==> src/lasb_pkg.sv <==
// shared constants and types for the layered alpha to sequential blend unit
package lasb_pkg;

    localparam int unsigned NUM_LAYERS  = 3;
    localparam int unsigned SHARE_W     = 8;
    localparam int unsigned CNT_W       = 3;
    localparam int unsigned NUM_W       = 17;
    localparam int unsigned DEN_W       = 9;
    localparam int unsigned Q_W         = 8;
    localparam int unsigned BITS_PER_ST = 2;
    localparam int unsigned STEP_STAGES = Q_W / BITS_PER_ST;
    localparam int unsigned DIV_STAGES  = 1 + STEP_STAGES;
    localparam int unsigned PIPE_DEPTH  = 2 + DIV_STAGES;

    localparam logic [CNT_W-1:0]   CNT_RESET = 3'd4;
    localparam logic [CNT_W-1:0]   CNT_MAX   = 3'd4;
    localparam logic [CNT_W-1:0]   CNT_MIN   = 3'd2;
    localparam logic [SHARE_W-1:0] FULL_VIS  = 8'd255;
    localparam logic [NUM_W-1:0]   NUM_SCALE = 17'd510;

    typedef logic [SHARE_W-1:0] share_t;

    typedef struct packed {
        logic             en;
        logic             sat;
        logic [NUM_W-1:0] r;
        logic [DEN_W-1:0] den;
        logic [Q_W-1:0]   q;
    } div_lane_t;

    // one restoring step of the weight divider at quotient bit b
    function automatic div_lane_t div_step(input div_lane_t l, input logic [2:0] b);
        div_lane_t        o;
        logic [NUM_W-1:0] d;
        o = l;
        d = NUM_W'(l.den) << b;
        if (l.r >= d) begin
            o.r    = l.r - d;
            o.q[b] = 1'b1;
        end
        return o;
    endfunction

endpackage

==> src/layered_alpha_to_sequential_blend_unit.sv <==
// layered alpha shares to sequential blend weights, pipelined
// path: an accepted input word runs through the share, numerator, overflow and divider stages to m_valid
// throughput: one word per cycle unless m_ready stalls the output, set by the 8-bit restoring
//   weight divider that retires two quotient bits per stage in three parallel lanes
// reset: aresetn low clears every stage valid bit and sets layer_count to 4
module layered_alpha_to_sequential_blend_unit
    import lasb_pkg::*;
(
    input  logic               aclk,
    input  logic               aresetn,
    input  logic               cfg_we,
    input  logic [CNT_W-1:0]   cfg_wdata,
    input  logic               s_valid,
    output logic               s_ready,
    input  logic [SHARE_W-1:0] s_layer1_share,
    input  logic [SHARE_W-1:0] s_layer2_share,
    input  logic [SHARE_W-1:0] s_layer3_share,
    output logic               m_valid,
    input  logic               m_ready,
    output logic [Q_W-1:0]     m_layer1_blend,
    output logic [Q_W-1:0]     m_layer2_blend,
    output logic [Q_W-1:0]     m_layer3_blend,
    output logic               m_saturated
);

    logic [CNT_W-1:0]      layer_count_reg;
    logic [PIPE_DEPTH-1:0] vld_reg;
    logic [PIPE_DEPTH-1:0] stage_en;

    share_t                s_share [NUM_LAYERS];
    logic [1:0]            used;
    logic [NUM_LAYERS-1:0] act;
    logic signed [10:0]    rem [NUM_LAYERS];

    share_t                sh_reg     [NUM_LAYERS];
    share_t                sh_next    [NUM_LAYERS];
    share_t                rem_reg    [NUM_LAYERS];
    share_t                rem_next   [NUM_LAYERS];
    logic [NUM_LAYERS-1:0] gate_reg;
    logic [NUM_LAYERS-1:0] gate_next;

    logic [NUM_W-1:0]      num_reg    [NUM_LAYERS];
    logic [NUM_W-1:0]      num_next   [NUM_LAYERS];
    logic [DEN_W-1:0]      den_reg    [NUM_LAYERS];
    logic [DEN_W-1:0]      den_next   [NUM_LAYERS];
    logic [NUM_LAYERS-1:0] gate2_reg;

    div_lane_t             dv_reg  [DIV_STAGES][NUM_LAYERS];
    div_lane_t             dv_next [DIV_STAGES][NUM_LAYERS];

    logic [Q_W-1:0]        blend [NUM_LAYERS];
    logic [NUM_LAYERS-1:0] sat_any;

    // stall chain, bubbles collapse
    always_comb begin
        stage_en[PIPE_DEPTH-1] = !vld_reg[PIPE_DEPTH-1] || m_ready;
        for (int i = PIPE_DEPTH - 2; i >= 0; i--) begin
            stage_en[i] = !vld_reg[i] || stage_en[i+1];
        end
    end

    assign s_ready = stage_en[0];
    assign m_valid = vld_reg[PIPE_DEPTH-1];

    // remaining visibility in front of each layer, top layer first
    always_comb begin
        s_share[0] = s_layer1_share;
        s_share[1] = s_layer2_share;
        s_share[2] = s_layer3_share;
        if (layer_count_reg > CNT_MAX) begin
            used = 2'(CNT_MAX - 3'd1);
        end else if (layer_count_reg >= CNT_MIN) begin
            used = 2'(layer_count_reg - 3'd1);
        end else begin
            used = 2'd0;
        end
        for (int k = 0; k < NUM_LAYERS; k++) begin
            act[k] = used > 2'(k);
        end
        rem[2] = 11'(FULL_VIS);
        rem[1] = rem[2] - (act[2] ? $signed(11'(s_share[2])) : 11'sd0);
        rem[0] = rem[1] - (act[1] ? $signed(11'(s_share[1])) : 11'sd0);
        for (int k = 0; k < NUM_LAYERS; k++) begin
            sh_next[k]   = s_share[k];
            rem_next[k]  = rem[k][SHARE_W-1:0];
            gate_next[k] = act[k] && (rem[k] > 11'sd0);
        end
    end

    // numerator and divisor of the rounded quotient
    always_comb begin
        for (int k = 0; k < NUM_LAYERS; k++) begin
            num_next[k] = NUM_W'(sh_reg[k]) * NUM_SCALE + NUM_W'(rem_reg[k]);
            den_next[k] = {rem_reg[k], 1'b0};
        end
    end

    // overflow check, then two quotient bits per stage
    always_comb begin
        for (int k = 0; k < NUM_LAYERS; k++) begin
            dv_next[0][k].en  = gate2_reg[k];
            dv_next[0][k].sat = num_reg[k] >= {den_reg[k], 8'b0};
            dv_next[0][k].r   = num_reg[k];
            dv_next[0][k].den = den_reg[k];
            dv_next[0][k].q   = '0;
        end
        for (int j = 1; j < DIV_STAGES; j++) begin
            for (int k = 0; k < NUM_LAYERS; k++) begin
                dv_next[j][k] = div_step(
                    div_step(dv_reg[j-1][k], 3'(Q_W - 1 - BITS_PER_ST * (j - 1))),
                    3'(Q_W - 2 - BITS_PER_ST * (j - 1)));
            end
        end
    end

    always_ff @(posedge aclk) begin
        if (!aresetn) begin
            layer_count_reg <= CNT_RESET;
            vld_reg         <= '0;
        end else begin
            if (cfg_we) begin
                layer_count_reg <= cfg_wdata;
            end
            if (stage_en[0]) begin
                vld_reg[0] <= s_valid;
            end
            for (int i = 1; i < PIPE_DEPTH; i++) begin
                if (stage_en[i]) begin
                    vld_reg[i] <= vld_reg[i-1];
                end
            end
        end
    end

    always_ff @(posedge aclk) begin
        if (stage_en[0]) begin
            sh_reg   <= sh_next;
            rem_reg  <= rem_next;
            gate_reg <= gate_next;
        end
        if (stage_en[1]) begin
            num_reg   <= num_next;
            den_reg   <= den_next;
            gate2_reg <= gate_reg;
        end
        for (int j = 0; j < DIV_STAGES; j++) begin
            if (stage_en[2+j]) begin
                dv_reg[j] <= dv_next[j];
            end
        end
    end

    // clip and gate the result word
    always_comb begin
        for (int k = 0; k < NUM_LAYERS; k++) begin
            if (!dv_reg[DIV_STAGES-1][k].en) begin
                blend[k] = '0;
            end else if (dv_reg[DIV_STAGES-1][k].sat) begin
                blend[k] = '1;
            end else begin
                blend[k] = dv_reg[DIV_STAGES-1][k].q;
            end
            sat_any[k] = dv_reg[DIV_STAGES-1][k].en && dv_reg[DIV_STAGES-1][k].sat;
        end
    end

    assign m_layer1_blend = blend[0];
    assign m_layer2_blend = blend[1];
    assign m_layer3_blend = blend[2];
    assign m_saturated    = |sat_any;

`ifndef SYNTHESIS
    a_sat_clips: assert property (@(posedge aclk) disable iff (!aresetn)
        m_valid && m_saturated |->
            (m_layer1_blend == 8'hFF || m_layer2_blend == 8'hFF || m_layer3_blend == 8'hFF))
        else $error("saturated word without a clipped weight");

    a_full_stall: assert property (@(posedge aclk) disable iff (!aresetn)
        !s_ready |-> (m_valid && !m_ready && (&vld_reg)))
        else $error("input stalled while the pipeline has room");

    a_drain: assert property (@(posedge aclk) disable iff (!aresetn)
        m_valid && m_ready && !vld_reg[PIPE_DEPTH-2] |=> !m_valid)
        else $error("result word repeated after it was taken");
`endif

endmodule

==> config.mk <==
export PLATFORM = sky130hd
export DESIGN_NAME = layered_alpha_to_sequential_blend_unit
export DESIGN_NICKNAME = d
export VERILOG_FILES = /design/src/lasb_pkg.sv /design/src/layered_alpha_to_sequential_blend_unit.sv
export SDC_FILE = /design/constraint.sdc
export NUM_CORES = 1
export LEC_CHECK = 0
export ABC_AREA = 1
export BUFFER_PORTS_ARGS = -buffer_cell sky130_fd_sc_hd__buf_2
export CAP_MARGIN = 25
export CORE_MARGIN = 5
export CORE_UTILIZATION = 55
export DETAILED_ROUTE_END_ITERATION = 8
export PLACE_DENSITY = 0.8
export SLEW_MARGIN = 20
export SYNTH_ARGS = -nofsm -noshare
export SYNTH_HDL_FRONTEND = slang
export SYNTH_SLANG_ARGS = --single-unit
==> constraint.sdc <==
create_clock -name aclk -period 12.65 [get_ports aclk]
set_input_delay 0.6325 -clock aclk [delete_from_list [all_inputs] [get_ports aclk]]
set_output_delay 0.6325 -clock aclk [all_outputs]
set_load 0.1 [all_outputs]
# After elaboration in Yosys (flattened, before gate mapping)
# Memories as Yosys holds them, arrays and structs flattened.
# Cells that the tools add are included.
# word_totals
memories	1
reg_bits	123
input_bits	32
mem_bits_rw	540
# classes
muxes	68
n_mul	3
add_sub_neg	30
reduce_logical	20
n_lt_le_gt_ge	34
# mem_list
memory	words	width	read_ports	rd_ports_with_merged_regs	wr	line_no	rtl
dv_reg	5	108	5	0	5	layered_alpha_to_sequential_blend_unit.sv:48	div_lane_t dv_reg [DIV_STAGES][NUM_LAYERS];
# op_table
cell	n
17-bit 2-to-1 mux	24
8-bit 2-to-1 mux	8
17-bit by 10-bit greater-or-equal comparator with 1-bit output	3
17-bit by 11-bit greater-or-equal comparator with 1-bit output	3
17-bit by 12-bit greater-or-equal comparator with 1-bit output	3
17-bit by 13-bit greater-or-equal comparator with 1-bit output	3
17-bit by 14-bit greater-or-equal comparator with 1-bit output	3
17-bit by 15-bit greater-or-equal comparator with 1-bit output	3
17-bit by 16-bit greater-or-equal comparator with 1-bit output	3
17-bit by 9-bit greater-or-equal comparator with 1-bit output	3
17-bit by 10-bit subtractor with 17-bit output	3
17-bit by 11-bit subtractor with 17-bit output	3
17-bit by 12-bit subtractor with 17-bit output	3
17-bit by 13-bit subtractor with 17-bit output	3
17-bit by 14-bit subtractor with 17-bit output	3
17-bit by 15-bit subtractor with 17-bit output	3
17-bit by 16-bit subtractor with 17-bit output	3
17-bit by 9-bit subtractor with 17-bit output	3
8-bit by 8-bit multiplier with 16-bit output (second input constant)	3
17-bit by 8-bit adder with 17-bit output	2
17-bit greater-or-equal comparator	2
1-bit 2-to-1 mux	34
17-bit by 8-bit adder with 17-bit output (second input constant)	1
17-bit greater-or-equal comparator (second input constant)	1
other kinds (14)	32

# Depth between registers and ports, before layout
# logic_depth
word_depth	9
mapped_depth	29
mapped_depth_nobuf	26

# Worst setup path after synthesis
# OpenSTA, ideal clock, no wires.
# synth_path
kind	register to output
start	register vld_reg[6]
end	output s_ready
arrival_time_ns	10.084
t_required_ns	12.017
slack_ns	1.933
path_stages_with_launch	14
path_cell_list	dfxtp_1 inv_1 nor2_1 inv_1 nor2_1 inv_1 nor2_1 inv_1 nor2_1 inv_1 nor2_1 inv_1 nor2_1 nand2_1
# synth_via
elab_chain_len	8
# synth_lines
element	line_no	rtl
start: declaration	layered_alpha_to_sequential_blend_unit.sv:27	logic [PIPE_DEPTH-1:0] vld_reg;
start signal: indexed assignment	layered_alpha_to_sequential_blend_unit.sv:129	vld_reg[i] <= vld_reg[i-1];
1-bit logical NOT	layered_alpha_to_sequential_blend_unit.sv:56	stage_en[PIPE_DEPTH-1] = !vld_reg[PIPE_DEPTH-1] || m_ready;
1-bit logical OR	layered_alpha_to_sequential_blend_unit.sv:56	
net stage_en[6]	layered_alpha_to_sequential_blend_unit.sv:28	logic [PIPE_DEPTH-1:0] stage_en;
1-bit logical OR	layered_alpha_to_sequential_blend_unit.sv:58	stage_en[i] = !vld_reg[i] || stage_en[i+1];
net stage_en[5]	layered_alpha_to_sequential_blend_unit.sv:28	
1-bit logical OR	layered_alpha_to_sequential_blend_unit.sv:58	
net stage_en[4]	layered_alpha_to_sequential_blend_unit.sv:28	
1-bit logical OR	layered_alpha_to_sequential_blend_unit.sv:58	
net stage_en[3]	layered_alpha_to_sequential_blend_unit.sv:28	
1-bit logical OR	layered_alpha_to_sequential_blend_unit.sv:58	
net stage_en[2]	layered_alpha_to_sequential_blend_unit.sv:28	
1-bit logical OR (2 in series)	layered_alpha_to_sequential_blend_unit.sv:58	
end: declaration	layered_alpha_to_sequential_blend_unit.sv:14	output logic s_ready,
# The timed path passes the listed nets, and every way through them passes these cells.

# Worst setup path in the final report
# Same ends and word-level chain as after synthesis.

==> impl_table.tex <==
\begin{tabular}{lr}
\hline
Metric & Value \\
\hline
\multicolumn{2}{l}{\textbf{Floorplanning}} \\
\quad Full die area & $\sim$66000 sq um \\
\quad Y dimension of the die & between 200 and 300 microns \\
\quad Std cell rows & 90 \\
\quad Initial Util & a little under three fifths \\
\quad Die Wd & 258 microns \\
\quad Floorplan Core Area & 60600 sq um \\
\quad Boundary pin count & 59 \\
\multicolumn{2}{l}{\textbf{Place}} \\
\quad Number of cells in the design after placement & about 4600 \\
\quad RePlAce Congestion & just over 0.9 \\
\quad Port Buffers & 58 \\
\quad Final HPWL from detailed placement & 51.8 mm \\
\multicolumn{2}{l}{\textbf{Critical path}} \\
\quad Data arrival time of the worst path & 4.67 ns \\
\quad Cells on worst reg2reg path & 19 \\
\quad Crit path buf inv count & 8 \\
\quad Worst setup path category & reg -> out \\
\quad Maximum fanout along the worst path & 45 \\
\quad Cell Chain, Critical Path & inv\_1 > nor2\_1 > inv\_1 > buf\_4 > nor2\_1 > clkinv\_2 > nor2\_1 > clkinv\_2 > nor2\_1 > inv\_2 > nor2\_1 > inv\_2 > nor2\_1 > nand2\_2 > buf\_2 \\
\quad CP top delay family & simple AND/OR/NAND/NOR gates \\
\quad Nature of the critical path endpoint & output pin \\
\quad Reg-to-reg critical path endpoint & dv\_next[462] \\
\quad CP dominant cell by count & sky130\_fd\_sc\_hd\_\_nor2\_1 \\
\quad Crit start category & register \\
\quad Required time reported for the critical path endpoint & around 12 ns \\
\quad Register-to-Register Setup Slack & 7.65 ns \\
\quad Crit path launch & vld\_reg[6] \\
\quad Cell with the largest stage delay on the worst path & sky130\_fd\_sc\_hd\_\_nand2\_2 \\
\quad Startpoint of the most critical register-to-register path & sh\_reg[0] \\
\quad Crit path largest cell delay & about 0.66 ns \\
\multicolumn{2}{l}{\textbf{Finish}} \\
\quad Flip-flop count of the largest register, all copies and words added & approximately 350 \\
\quad Area growth from synthesis to layout & 8.19\% \\
\quad Final-stage net count & $\sim$4300 \\
\quad Number of diodes & 0 \\
\quad Share of layout cells above drive strength 1 & around 7.4\% \\
\quad Final Instance Count excl. Fillers & 4720 \\
\multicolumn{2}{l}{\textbf{Route}} \\
\quad Post-DR vias/cell & 5.23 \\
\quad WL per Instance & roughly 14 microns \\
\quad Total iterations of the first detailed-routing run & 6 \\
\quad Remaining design rule violation count & 0 \\
\quad Post-detailed-routing wire length & about 66 mm \\
\quad Via count & 24696 \\
\quad Detailed Route Iter0 Violations & $\sim$1500 \\
\quad Antenna viol nets, final & 0 \\
\multicolumn{2}{l}{\textbf{Timing}} \\
\quad Fin Setup TNS & 0 ns \\
\quad Max Slew Vio Count & 0 \\
\quad Post-route clock skew & 0.0178 ns \\
\quad Worst Max-Slew Pin Slew & 1.01 ns \\
\quad Rel. slew slack & between 30 and 40\% \\
\quad Max Clock Freq & 189 MHz \\
\quad Number of setup violations in the final report & 0 \\
\quad Min cycle time layout & 5.30 ns \\
\quad Setup repair after global routing missed its margin & false \\
\quad Total count of hold-check failures in the final report & 0 \\
\quad Final cycle utilization of the critical path & around two fifths \\
\multicolumn{2}{l}{\textbf{Synthesis}} \\
\quad Proportion of netlist area held by the largest area contributor & about two fifths \\
\quad Fraction of synthesis flops using an asynchronous set or reset pin & 0\% \\
\quad Cell types with the largest area share after synthesis & sky130\_fd\_sc\_hd\_\_edfxtp\_1, sky130\_fd\_sc\_hd\_\_ha\_1, sky130\_fd\_sc\_hd\_\_nand2\_1 \\
\quad Yosys synthesis warning count & 0 \\
\quad Cell count after synthesis & 3811 \\
\quad Post-synthesis cell area & 33700 sq um \\
\quad Syn Area/Cell & approximately 8.9 sq um \\
\quad Net count after synthesis & approximately 4200 \\
\quad Post-synth EDFFs & approximately 460 \\
\quad Synth Register Bits & around 470 \\
\quad Largest area contributor in the synthesized netlist & sky130\_fd\_sc\_hd\_\_edfxtp\_1 \\
\quad Commonest register cell after synthesis & sky130\_fd\_sc\_hd\_\_edfxtp\_1 \\
\quad Fraction of the yosys area taken by sequential cells & about two fifths \\
\quad Count of cell types in the netlist & 53 \\
\multicolumn{2}{l}{\textbf{Job}} \\
\quad Maximum capacitance violations & 0 \\
\multicolumn{2}{l}{\textbf{Global route}} \\
\quad Pin count of the biggest net entering global routing & 72 \\
\quad Combined global-route utilization of all metal layers & between 10\% and 20\% \\
\quad Via count of the first global-routing pass & $\sim$24000 \\
\quad Number of antenna violations at the first check in global routing & 0 \\
\quad Wire length of the first global-routing pass & between 100 and 150 mm \\
\quad Aggregate global routing overflow & 0 \\
\multicolumn{2}{l}{\textbf{Clock tree}} \\
\quad CTS Hold Buffers Added & 0 \\
\quad Clock edge transition at the registers on the reported setup and hold paths & roughly 0.060 ns \\
\quad CTS resizes & 0 \\
\quad Post CTS Setup Buffer Count & 0 \\
\quad Insertion delay of the later-clocked pin in the worst-skew pair & approximately 0.60 ns \\
\quad CTS Root Buffer Type & sky130\_fd\_sc\_hd\_\_clkbuf\_16 \\
\quad Number of sinks handled by clock tree synthesis & around 470 \\
\quad Number of buffers on the longest clock path & 3 \\
\quad CTS buffer count & just over 50 \\
\quad Clock tree from TritonCTS & done \\
\quad H-tree lvl count & 2 \\
\multicolumn{2}{l}{\textbf{Worst hold path}} \\
\quad Hold Crit Start & s\_layer1\_share[5] \\
\quad Type of the tightest min-delay check & in -> reg \\
\quad Hold Path Cell Cnt & 1 \\
\quad Hold Path Sink & sh\_reg[21] \\
\multicolumn{2}{l}{\textbf{Outcome}} \\
\quad Result of the run & finished clean \\
\hline
\end{tabular}
layout make-up:
| cell class | instances | area (sq um) |
|---|---|---|
| multi-input combinational | 2664 | 17200 |
| tap | 782 | 978 |
| fill | 5078 | 24100 |
| sequential | 466 | 13900 |
| clock inverter | 26 | 230 |
| timing repair buffer | 65 | 343 |
| inverter | 651 | 2450 |
| clock buffer | 66 | 1420 |
worst register-to-register path, stage by stage (launching register included):
cell,delay [ns]
sky130_fd_sc_hd__edfxtp_1,0.54
sky130_fd_sc_hd__fa_1,0.70
sky130_fd_sc_hd__nand2_1,0.07
sky130_fd_sc_hd__inv_1,0.08
sky130_fd_sc_hd__nor2_1,0.05
sky130_fd_sc_hd__ha_1,0.30
sky130_fd_sc_hd__fa_1,0.55
sky130_fd_sc_hd__inv_1,0.06
sky130_fd_sc_hd__fa_1,0.53
sky130_fd_sc_hd__inv_1,0.04
sky130_fd_sc_hd__ha_1,0.33
sky130_fd_sc_hd__nand2_1,0.12
sky130_fd_sc_hd__nor3b_1,0.21
sky130_fd_sc_hd__nor2_1,0.07
sky130_fd_sc_hd__xnor2_1,0.27
sky130_fd_sc_hd__inv_1,0.12
sky130_fd_sc_hd__nor3_1,0.42
sky130_fd_sc_hd__nand3_1,0.14
sky130_fd_sc_hd__nand2_1,0.08
sky130_fd_sc_hd__nand2_1,0.06
metrics by stage:
step                      area [sq um]  hold slack, ns  setup WS, ns  util [%]
final                            36500           0.217          7.35      60.3
after global routing             36500           0.201          6.93      60.3
after CTS                        36500           0.185          7.25      60.3
after detailed placement         34900           0.405          7.53      57.5
after global placement           34900           0.401          7.63      57.5
after floorplan                  33700           0.400          1.93         -
routing by layer:
layer	part of all wire (%)	up-vias	track usage (%)
li1	-	12799	-
met1	44	11266	25.1
met2	49	516	35.4
met3	4.3	115	2.53
met4	2.7	0	6.07
met5	0	-	0
worst max path at each step:
stage	to	slack (ns)	cells after the start
after floorplan	s_ready	1.93	13
after global placement	s_ready	7.63	15
after detailed placement	s_ready	7.53	15
after CTS	s_ready	7.25	15
after global routing	s_ready	6.93	15
final	s_ready	7.35	15
kinds of logic (layout without fill, tap and decap cells):
| group | count (synthesis) | count (layout) | share of synthesized area [%] |
|---|---|---|---|
| flip-flops | 466 | 466 | 41.2 |
| XOR/XNOR | 192 | 192 | 4.98 |
| AO/OA/AOI/OAI | 361 | 361 | 6.04 |
| multiplexers | 1 | 1 | 0.0334 |
| buffers and inverters | 681 | 808 | 7.86 |
| adder cells (fa/ha/maj) | 390 | 390 | 16.8 |
| AND/OR/NAND/NOR | 1720 | 1720 | 23.1 |
Yosys cell counts (all sizes together) (14+ instances only):
cell	instances
nand2	970
inv	651
edfxtp	456
ha	286
nor2	283
nand3	272
a21oi	152
o21ai	139
xor2	119
nand4	107
fa	104
xnor2	73
nor3	43
buf	19
o21bai	16
a21o	14
nand3b	14
nor4	14
layout by cell type, fill, tap and decap left out, types with 7 or more instances in the layout:
cell type	n
sky130_fd_sc_hd__o21ai_1	11
sky130_fd_sc_hd__clkinv_2	9
sky130_fd_sc_hd__nand2_1	927
sky130_fd_sc_hd__or2_2	7
sky130_fd_sc_hd__fa_1	104
sky130_fd_sc_hd__clkinv_1	11
sky130_fd_sc_hd__nor2_4	9
sky130_fd_sc_hd__nand4_1	107
sky130_fd_sc_hd__nand3b_1	14
sky130_fd_sc_hd__inv_1	626
sky130_fd_sc_hd__xor2_1	119
sky130_fd_sc_hd__a21oi_1	147
sky130_fd_sc_hd__nor2_2	15
sky130_fd_sc_hd__a21o_1	14
sky130_fd_sc_hd__buf_4	7
sky130_fd_sc_hd__xnor2_1	73
sky130_fd_sc_hd__buf_2	58
sky130_fd_sc_hd__nand2_4	10
sky130_fd_sc_hd__edfxtp_1	456
sky130_fd_sc_hd__o21ai_2	11
sky130_fd_sc_hd__nor3_1	40
sky130_fd_sc_hd__nor2_1	259
sky130_fd_sc_hd__ha_1	286
sky130_fd_sc_hd__o21a_1	8
sky130_fd_sc_hd__clkbuf_16	53
sky130_fd_sc_hd__o211ai_1	8
sky130_fd_sc_hd__nor4_1	14
sky130_fd_sc_hd__inv_2	23
sky130_fd_sc_hd__dfxtp_1	10
sky130_fd_sc_hd__nand2_2	32
sky130_fd_sc_hd__o21bai_1	16
sky130_fd_sc_hd__nand3_2	21
sky130_fd_sc_hd__o21ai_0	117
sky130_fd_sc_hd__clkbuf_1	9
sky130_fd_sc_hd__a31oi_1	13
sky130_fd_sc_hd__nand3_1	240
sky130_fd_sc_hd__nand3_4	11
Power is not shown: default switching activity piles up to over one toggle a cycle in this logic, so the estimate is an artifact.
